--- src/rtl/core/casb_pkg.sv ---
// Package for the clipped alpha sprite blitter.
// Holds register indexes, size limits and the pixel type shared by the core.
// No dependencies.
`default_nettype none

package casb_pkg;

  // Configuration register indexes
  typedef enum logic [2:0] {
    CFG_SCREEN_WIDTH  = 3'd0,
    CFG_SCREEN_HEIGHT = 3'd1,
    CFG_SPRITE_LEFT   = 3'd2,
    CFG_SPRITE_TOP    = 3'd3,
    CFG_SPRITE_COLS   = 3'd4,
    CFG_SPRITE_ROWS   = 3'd5
  } cfg_idx_t;

  // Size limits and reset values
  localparam logic [12:0] MAX_SCREEN   = 13'd4096;
  localparam logic [10:0] MAX_SPRITE   = 11'd1024;
  localparam logic [10:0] MIN_SPRITE   = 11'd1;
  localparam logic [12:0] RST_SCREEN_W = 13'd1024;
  localparam logic [12:0] RST_SCREEN_H = 13'd768;
  localparam logic [10:0] RST_SPRITE_N = 11'd64;

  // One pixel: bytes 0..2 and alpha in byte 3
  typedef logic [3:0][7:0] pix_t;

endpackage

`default_nettype wire

--- src/rtl/core/clipped_alpha_sprite_blit.sv ---
// Clipped alpha sprite blitter, top level.
// Depends on casb_pkg and casb_blend.
//
//   channel | direction | handshake           | payload
//   in_     | input     | in_valid / in_stall | src and dst bytes of one texel
//   out_    | output    | out_valid/out_stall | write flag, index, pixel, last
//   cfg_    | input     | cfg_valid/cfg_ready | cfg_index, cfg_data
//
// One texel per cycle while out_stall is low; stages: texel register, result register.
// The multiply of row by screen width and the blend multipliers sit between those two.
// Synchronous active-low reset clears the config registers to their defaults,
// the column and row counters and both valid flags.
// A stalled result holds; the texel stage refills behind it, then in_stall rises.
`default_nettype none

module clipped_alpha_sprite_blit (
  input  wire         clk,
  input  wire         rst_n,
  // texel input
  input  wire         in_valid,
  output logic        in_stall,
  input  wire  [7:0]  in_src_byte0,
  input  wire  [7:0]  in_src_byte1,
  input  wire  [7:0]  in_src_byte2,
  input  wire  [7:0]  in_src_alpha,
  input  wire  [7:0]  in_dst_byte0,
  input  wire  [7:0]  in_dst_byte1,
  input  wire  [7:0]  in_dst_byte2,
  input  wire  [7:0]  in_dst_alpha,
  // result output
  output logic        out_valid,
  input  wire         out_stall,
  output logic        out_write_enable,
  output logic [23:0] out_pixel_index,
  output logic [7:0]  out_byte0,
  output logic [7:0]  out_byte1,
  output logic [7:0]  out_byte2,
  output logic [7:0]  out_alpha,
  output logic        out_last_texel,
  // configuration writes
  input  wire         cfg_valid,
  output logic        cfg_ready,
  input  wire  [2:0]  cfg_index,
  input  wire  [12:0] cfg_data
);

  // Configuration registers
  logic [12:0] scr_w_r, scr_h_r, left_r, top_r;
  logic [10:0] cols_r, rows_r;

  assign cfg_ready = 1'b1;

  always_ff @(posedge clk) begin
    if (!rst_n) begin
      scr_w_r <= casb_pkg::RST_SCREEN_W;
      scr_h_r <= casb_pkg::RST_SCREEN_H;
      left_r  <= 13'd0;
      top_r   <= 13'd0;
      cols_r  <= casb_pkg::RST_SPRITE_N;
      rows_r  <= casb_pkg::RST_SPRITE_N;
    end else if (cfg_valid && cfg_ready) begin
      case (casb_pkg::cfg_idx_t'(cfg_index))
        casb_pkg::CFG_SCREEN_WIDTH:  scr_w_r <= cfg_data;
        casb_pkg::CFG_SCREEN_HEIGHT: scr_h_r <= cfg_data;
        casb_pkg::CFG_SPRITE_LEFT:   left_r  <= cfg_data;
        casb_pkg::CFG_SPRITE_TOP:    top_r   <= cfg_data;
        casb_pkg::CFG_SPRITE_COLS:   cols_r  <= cfg_data[10:0];
        casb_pkg::CFG_SPRITE_ROWS:   rows_r  <= cfg_data[10:0];
        default: ;
      endcase
    end
  end

  // Clamped sizes
  logic [12:0] scr_w, scr_h;
  logic [10:0] cols, rows;

  assign scr_w = (scr_w_r > casb_pkg::MAX_SCREEN) ? casb_pkg::MAX_SCREEN : scr_w_r;
  assign scr_h = (scr_h_r > casb_pkg::MAX_SCREEN) ? casb_pkg::MAX_SCREEN : scr_h_r;
  assign cols  = (cols_r == 11'd0) ? casb_pkg::MIN_SPRITE :
                 (cols_r > casb_pkg::MAX_SPRITE) ? casb_pkg::MAX_SPRITE : cols_r;
  assign rows  = (rows_r == 11'd0) ? casb_pkg::MIN_SPRITE :
                 (rows_r > casb_pkg::MAX_SPRITE) ? casb_pkg::MAX_SPRITE : rows_r;

  // Pipeline handshake
  logic s1_v_r;
  logic s1_adv;
  logic in_acc;

  assign s1_adv   = !out_valid || !out_stall;
  assign in_stall = s1_v_r && !s1_adv;
  assign in_acc   = in_valid && !in_stall;

  // Texel position and clipping from the counters
  logic [9:0]  col_r, row_r, col_nxt, row_nxt;
  logic [10:0] col_inc, row_inc;
  logic        row_end, last;
  logic [13:0] pos_x, pos_y;
  logic        on_x, on_y;

  assign col_inc = {1'b0, col_r} + 11'd1;
  assign row_inc = {1'b0, row_r} + 11'd1;
  assign row_end = col_inc >= cols;
  assign last    = row_end && (row_inc >= rows);
  assign pos_x   = {left_r[12], left_r} + {4'd0, col_r};
  assign pos_y   = {top_r[12], top_r} + {4'd0, row_r};
  assign on_x    = !pos_x[13] && (pos_x[12:0] < scr_w);
  assign on_y    = !pos_y[13] && (pos_y[12:0] < scr_h);
  assign col_nxt = row_end ? 10'd0 : col_inc[9:0];
  assign row_nxt = !row_end ? row_r : (last ? 10'd0 : row_inc[9:0]);

  always_ff @(posedge clk) begin
    if (!rst_n) begin
      col_r <= 10'd0;
      row_r <= 10'd0;
    end else if (in_acc) begin
      col_r <= col_nxt;
      row_r <= row_nxt;
    end
  end

  // Texel register; an empty stage takes a transfer even while the result waits
  casb_pkg::pix_t s1_src_r, s1_dst_r;
  logic [11:0]    s1_x_r, s1_y_r;
  logic           s1_on_r, s1_last_r;

  always_ff @(posedge clk) begin
    if (!rst_n) begin
      s1_v_r <= 1'b0;
    end else if (s1_adv || !s1_v_r) begin
      s1_v_r <= in_acc;
    end
  end

  always_ff @(posedge clk) begin
    if (in_acc) begin
      s1_src_r  <= {in_src_alpha, in_src_byte2, in_src_byte1, in_src_byte0};
      s1_dst_r  <= {in_dst_alpha, in_dst_byte2, in_dst_byte1, in_dst_byte0};
      s1_x_r    <= pos_x[11:0];
      s1_y_r    <= pos_y[11:0];
      s1_on_r   <= on_x && on_y;
      s1_last_r <= last;
    end
  end

  // Blend and destination index; an on-screen row times width fits in 24 bits
  casb_pkg::pix_t mix;
  logic [23:0]    row_base;
  logic [23:0]    idx;

  casb_blend u_blend (
    .src (s1_src_r),
    .dst (s1_dst_r),
    .mix (mix)
  );

  assign row_base = {12'd0, s1_y_r} * {11'd0, scr_w};
  assign idx      = s1_on_r ? (row_base + {12'd0, s1_x_r}) : 24'd0;

  // Result register
  always_ff @(posedge clk) begin
    if (!rst_n) begin
      out_valid <= 1'b0;
    end else if (s1_adv) begin
      out_valid <= s1_v_r;
    end
  end

  always_ff @(posedge clk) begin
    if (s1_adv && s1_v_r) begin
      out_write_enable <= s1_on_r && (s1_src_r[3] != 8'd0);
      out_pixel_index  <= idx;
      out_byte0        <= mix[0];
      out_byte1        <= mix[1];
      out_byte2        <= mix[2];
      out_alpha        <= mix[3];
      out_last_texel   <= s1_last_r;
    end
  end

  // Checks
  a_last_wraps: assert property (@(posedge clk) disable iff (!rst_n)
    (in_acc && last) |=> (col_r == 10'd0 && row_r == 10'd0))
    else $error("counters did not wrap after last texel");

  a_row_holds: assert property (@(posedge clk) disable iff (!rst_n)
    (in_acc && !row_end) |=> $stable(row_r))
    else $error("row counter moved inside a row");

  a_offscreen: assert property (@(posedge clk) disable iff (!rst_n)
    (s1_adv && s1_v_r && !s1_on_r) |=> (!out_write_enable && out_pixel_index == 24'd0))
    else $error("off-screen texel produced a write or index");

endmodule

`default_nettype wire

--- src/rtl/core/casb_blend.sv ---
// Per-byte alpha blend: floor((s*a + d*(255-a)) / 255) on all four bytes.
// Depends on casb_pkg for the pixel type.
`default_nettype none

module casb_blend (
  input  wire casb_pkg::pix_t src,
  input  wire casb_pkg::pix_t dst,
  output casb_pkg::pix_t      mix
);

  logic [7:0] alpha;
  logic [7:0] inv_alpha;

  assign alpha     = src[3];
  assign inv_alpha = 8'd255 - alpha;

  // Weighted sum stays below 65536; divide by 255 as (n + 1 + (n >> 8)) >> 8
  for (genvar i = 0; i < 4; i++) begin : g_byte
    logic [15:0] num;
    logic [15:0] adj;
    assign num    = ({8'd0, src[i]} * {8'd0, alpha}) + ({8'd0, dst[i]} * {8'd0, inv_alpha});
    assign adj    = num + 16'd1 + {8'd0, num[15:8]};
    assign mix[i] = adj[15:8];
  end

endmodule

`default_nettype wire
--- config.mk ---
export PLATFORM = sky130hd
export DESIGN_NAME = clipped_alpha_sprite_blit
export DESIGN_NICKNAME = d
export VERILOG_FILES = /design/src/rtl/core/casb_pkg.sv /design/src/rtl/core/clipped_alpha_sprite_blit.sv /design/src/rtl/core/casb_blend.sv
export SDC_FILE = /design/constraint.sdc
export NUM_CORES = 2
export LEC_CHECK = 0
export ABC_AREA = 1
export BUFFER_PORTS_ARGS = -buffer_cell sky130_fd_sc_hd__buf_2
export CAP_MARGIN = 20
export CELL_PAD_IN_SITES_DETAIL_PLACEMENT = 1
export CELL_PAD_IN_SITES_GLOBAL_PLACEMENT = 2
export CORE_UTILIZATION = 39
export CTS_BUF_LIST = sky130_fd_sc_hd__clkbuf_16
export CTS_CLUSTER_DIAMETER = 30
export DETAILED_ROUTE_END_ITERATION = 10
export PLACE_DENSITY = 0.83
export SKIP_CTS_REPAIR_TIMING = 1
export SKIP_LAST_GASP = 1
export SLEW_MARGIN = 15
export SYNTH_ARGS = -nofsm -noshare
export SYNTH_HDL_FRONTEND = slang
export SYNTH_SLANG_ARGS = --single-unit
--- constraint.sdc ---
create_clock -name clk -period 7.65 [get_ports clk]
set_clock_uncertainty 0.05 [all_clocks]
set_input_delay 1.53 -clock clk [delete_from_list [all_inputs] [get_ports clk]]
set_output_delay 1.53 -clock clk [all_outputs]
set_load 0.02 [all_outputs]
==> results.rst <==
.. list-table::
   :header-rows: 1

   * - Metric
     - Value
   * - Result of the run
     - finished, final reports clean
   * - Final critical delay including setup and external delays
     - 7.236 ns
   * - Synth Area in Compound Gates
     - 0.04770
   * - Clock tree sinks
     - 244
   * - I/O pin cnt
     - 146
   * - Post-placement cell count
     - 5948
   * - Antenna Nets Post-Route
     - 0
   * - Synth Area in Simple Gates
     - 0.2025
   * - GP Congestion
     - 0.8611
   * - Post-route setup TNS
     - 0 ns
   * - Estimated wirelength of the detail-placed design
     - 86230 um
   * - Number of global-route vias before repair
     - 32.52k
   * - Layout overhead on the synthesized area
     - 13.31%
   * - Warnings, synthesis
     - 0
   * - Setup repair after global routing missed its margin
     - false
   * - CTS Root Cell
     - clkbuf_16
   * - Endpoint of the worst hold path
     - out_last_texel$_DFFE_PP_
   * - Share of post-route cells with drive strength above 1
     - 0.07240
   * - Cell area after synthesis
     - 0.03620 mm^2
   * - Type of origin of the critical path
     - flip-flop
   * - Met3 WL
     - 4430 um
   * - Pin count of the biggest net entering global routing
     - 80
   * - R2R Path End
     - out_byte1[0]$_DFFE_PP_
   * - Path type of the worst setup path
     - reg -> reg
   * - Skew-Pair Late Insertion Delay
     - 0.64 ns
   * - Final worst setup slack
     - 0.4137 ns
   * - Initial standard-cell utilization of the core
     - 0.3943
   * - Core footprint
     - 0.09180 mm^2
   * - Number of vias after detailed routing
     - 29.45k
   * - Full die area
     - 0.09405 mm^2
   * - Period Utilization, post-route
     - 0.9459
   * - Post-Synth Adder-Cell Area
     - 0.4161
   * - Max Fclk
     - 138.2 MHz
   * - Non-filler cells in the finished layout
     - 6091
   * - Metal1 wirelength
     - 49890 um
   * - Routed wl met2
     - 49010 um
   * - Kind of path behind the tightest hold check
     - reg -> reg
   * - Via-to-Cell Ratio
     - 4.836
   * - Die outline height
     - 306.7 um
   * - Detailed Route WL
     - 106200 um
   * - Overall routing resource usage
     - 0.2350
   * - Gate count of the mapped netlist
     - 4652
   * - Launch point of the worst reg-to-reg path
     - s1_src_r[28]$_DFFE_PP_
   * - Number of violations reported at the end of detailed-routing iteration 0
     - 1284
   * - Overflow left after global routing
     - 0
   * - Total clock buffers created by CTS
     - 76
   * - Final-report hold violation count
     - 0
   * - Most frequent standard cell in the layout excluding fill and tap cells
     - inv_1
   * - Critical Path Fanout Max
     - 14
   * - Headroom to the max-slew limit
     - 0.3320
   * - Number of max-capacitance violations reported
     - 0
   * - Clock-pin slew of the registers on the worst-case setup and hold paths
     - 0.04 ns
   * - Cells on Worst Hold Path
     - 0
   * - Multiplexer area fraction after synthesis
     - 0
   * - Hold Crit Start
     - s1_last_r$_DFFE_PP_
   * - Setup WS pre-CTS
     - 0.3876 ns
   * - Count of distinct cell types in the synthesized netlist
     - 47
   * - Main combinational cell family by area after synthesis
     - adder cells
   * - Mean instance size in the synthesized netlist
     - 7.782 um^2
   * - Level count of the clock H-tree
     - 3
   * - Total DRC errors in the routed layout
     - 0
   * - Number of search-and-repair iterations in the first detailed-routing pass
     - 5
   * - Die Span X
     - 306.7 um
   * - Xor and xnor area share after synthesis
     - 0.02312
   * - Slack of the worst reg-to-reg path
     - 0.41 ns
   * - Number of antenna repair diodes
     - 0
   * - Filler cell count
     - 11.27k
   * - Required time at the endpoint of the critical path
     - 7.96 ns
   * - Worst EP arrival
     - 7.55 ns
   * - Clock tree from TritonCTS
     - done
   * - Wire length of the first global-routing pass
     - 174000 um
   * - Final Hold Slack
     - 0.3665 ns
   * - Final setup violating endpoints
     - 0
   * - Max Slew Vio Count
     - 0
   * - Number of antenna violations at the first check in global routing
     - 9
   * - Commonest cells after routing, fill and taps aside
     - inv_1, nand2_1, fa_1
   * - Final #Nets
     - 5774
   * - Uppermost signal routing layer after detailed routing
     - met5
   * - Transition time of the tightest slew-check pin
     - 1.002 ns
   * - Yosys reg bits
     - 244
   * - Site row count
     - 111
   * - FF-to-FF path depth
     - 26
   * - Wire length per cell
     - 17.43 um
   * - Maximum buffer depth of the clock tree
     - 3
   * - Sequential fraction of the synthesis area
     - 0.1759
   * - IO Port Bufs
     - 144
   * - CP Capture Type
     - flip-flop
cells by family after synthesis:
logic type	count (synthesis)
flip-flops	244
AO/OA/AOI/OAI	325
other	2
buffers and inverters	1285
adder cells (fa/ha/maj)	905
XOR/XNOR	87
AND/OR/NAND/NOR	1804
registers in the layout, indices dropped and copies added (netlist names), 8 cells and up:
| name | count |
|---|---|
| col_r | 10 |
| cols_r | 11 |
| left_r | 13 |
| out_alpha | 8 |
| out_byte0 | 8 |
| out_byte1 | 8 |
| out_byte2 | 8 |
| out_pixel_index | 24 |
| row_r | 10 |
| rows_r | 11 |
| s1_dst_r | 32 |
| s1_src_r | 32 |
| s1_x_r | 12 |
| s1_y_r | 12 |
| scr_h_r | 13 |
| scr_w_r | 13 |
| top_r | 13 |
stage by stage:
step / instance area [um^2] / util
floorplan: 36210 / -
global placement: 38300 / 0.4172
CTS: 40990 / 0.4465
detailed placement: 38300 / 0.4172
global route: 41020 / 0.4468
finish: 41020 / 0.4468
routing by layer:
metal | track usage | vias to the layer above
met5 | 0 | -
met4 | 0.07023 | 12
met3 | 0.03894 | 168
met2 | 0.3878 | 457
met1 | 0.3152 | 14540
li1 | - | 14280
critical path, cell delays in order (launching register included):
cell and delay, ns:
edfxtp_1 0.44, inv_1 0.52, nand2_1 0.14, fa_1 0.51
inv_1 0.05, fa_1 0.58, fa_1 0.46, fa_1 0.42
fa_1 0.54, inv_1 0.06, fa_1 0.48, inv_1 0.05
ha_1 0.37, nand2_1 0.09, nand2_1 0.08, a21oi_1 0.31
nand3_2 0.14, a21oi_1 0.15, o21bai_1 0.09, xnor2_1 0.33
ha_1 0.35, a21oi_1 0.26, inv_1 0.07, nor2_1 0.16
nand2_1 0.10, nand2_1 0.07, nand2_1 0.07
worst max-delay path by stage:
| stage | depth (start not counted) | startpoint | endpoint |
|---|---|---|---|
| global placement | 27 | s1_src_r[29]$_DFFE_PP_ | out_byte1[7]$_DFFE_PP_ |
| finish | 26 | s1_src_r[28]$_DFFE_PP_ | out_byte1[0]$_DFFE_PP_ |
| floorplan | 29 | s1_src_r[25]$_DFFE_PP_ | out_byte0[7]$_DFFE_PP_ |
| global route | 31 | s1_src_r[28]$_DFFE_PP_ | out_alpha[6]$_DFFE_PP_ |
| detailed placement | 28 | s1_src_r[29]$_DFFE_PP_ | out_alpha[6]$_DFFE_PP_ |
| CTS | 28 | s1_src_r[29]$_DFFE_PP_ | out_alpha[6]$_DFFE_PP_ |
area by class of cell:
type,instances,area [um^2],share of cell area
clock buffer,77,1927,0.04697
multi-input combinational,3126,24990,0.6091
sequential,244,6366,0.1552
clock inverter,65,754.5,0.01839
inverter,1160,4364,0.1064
tap,1243,1555,0.03791
timing repair buffer,176,1069,0.02605
Yosys cell counts, drive strengths merged:
master | instances | area, um^2
o31ai | 3 | 22.52
nand2b | 1 | 6.260
o21a | 7 | 52.55
xnor2 | 37 | 324.1
or2 | 8 | 50.04
o21ai | 115 | 575.6
a21oi | 169 | 845.8
o221ai | 1 | 8.760
fa | 498 | 9970
clkinv | 7 | 26.28
ha | 407 | 5092
nand3 | 175 | 925.9
o211a | 1 | 10.01
a31oi | 3 | 18.77
nor4 | 15 | 93.84
inv | 1153 | 4328
xor2 | 50 | 513.0
nand4 | 47 | 294.0
o22ai | 2 | 12.51
nor3 | 18 | 105.1
dfxtp | 96 | 1922
buf | 24 | 112.6
and3 | 2 | 12.51
a21o | 1 | 7.510
a211oi | 6 | 45.04
nand3b | 5 | 37.54
nand2 | 1077 | 4073
nor2 | 454 | 1717
conb | 2 | 7.510
o211ai | 6 | 45.04
o21bai | 11 | 82.58
clkbuf | 101 | 405.4
and2 | 2 | 15.02
edfxtp | 148 | 4444
Power is left out: the tool's default activity adds up to more than one toggle a clock period on the data nets, which glitch-free logic cannot reach.
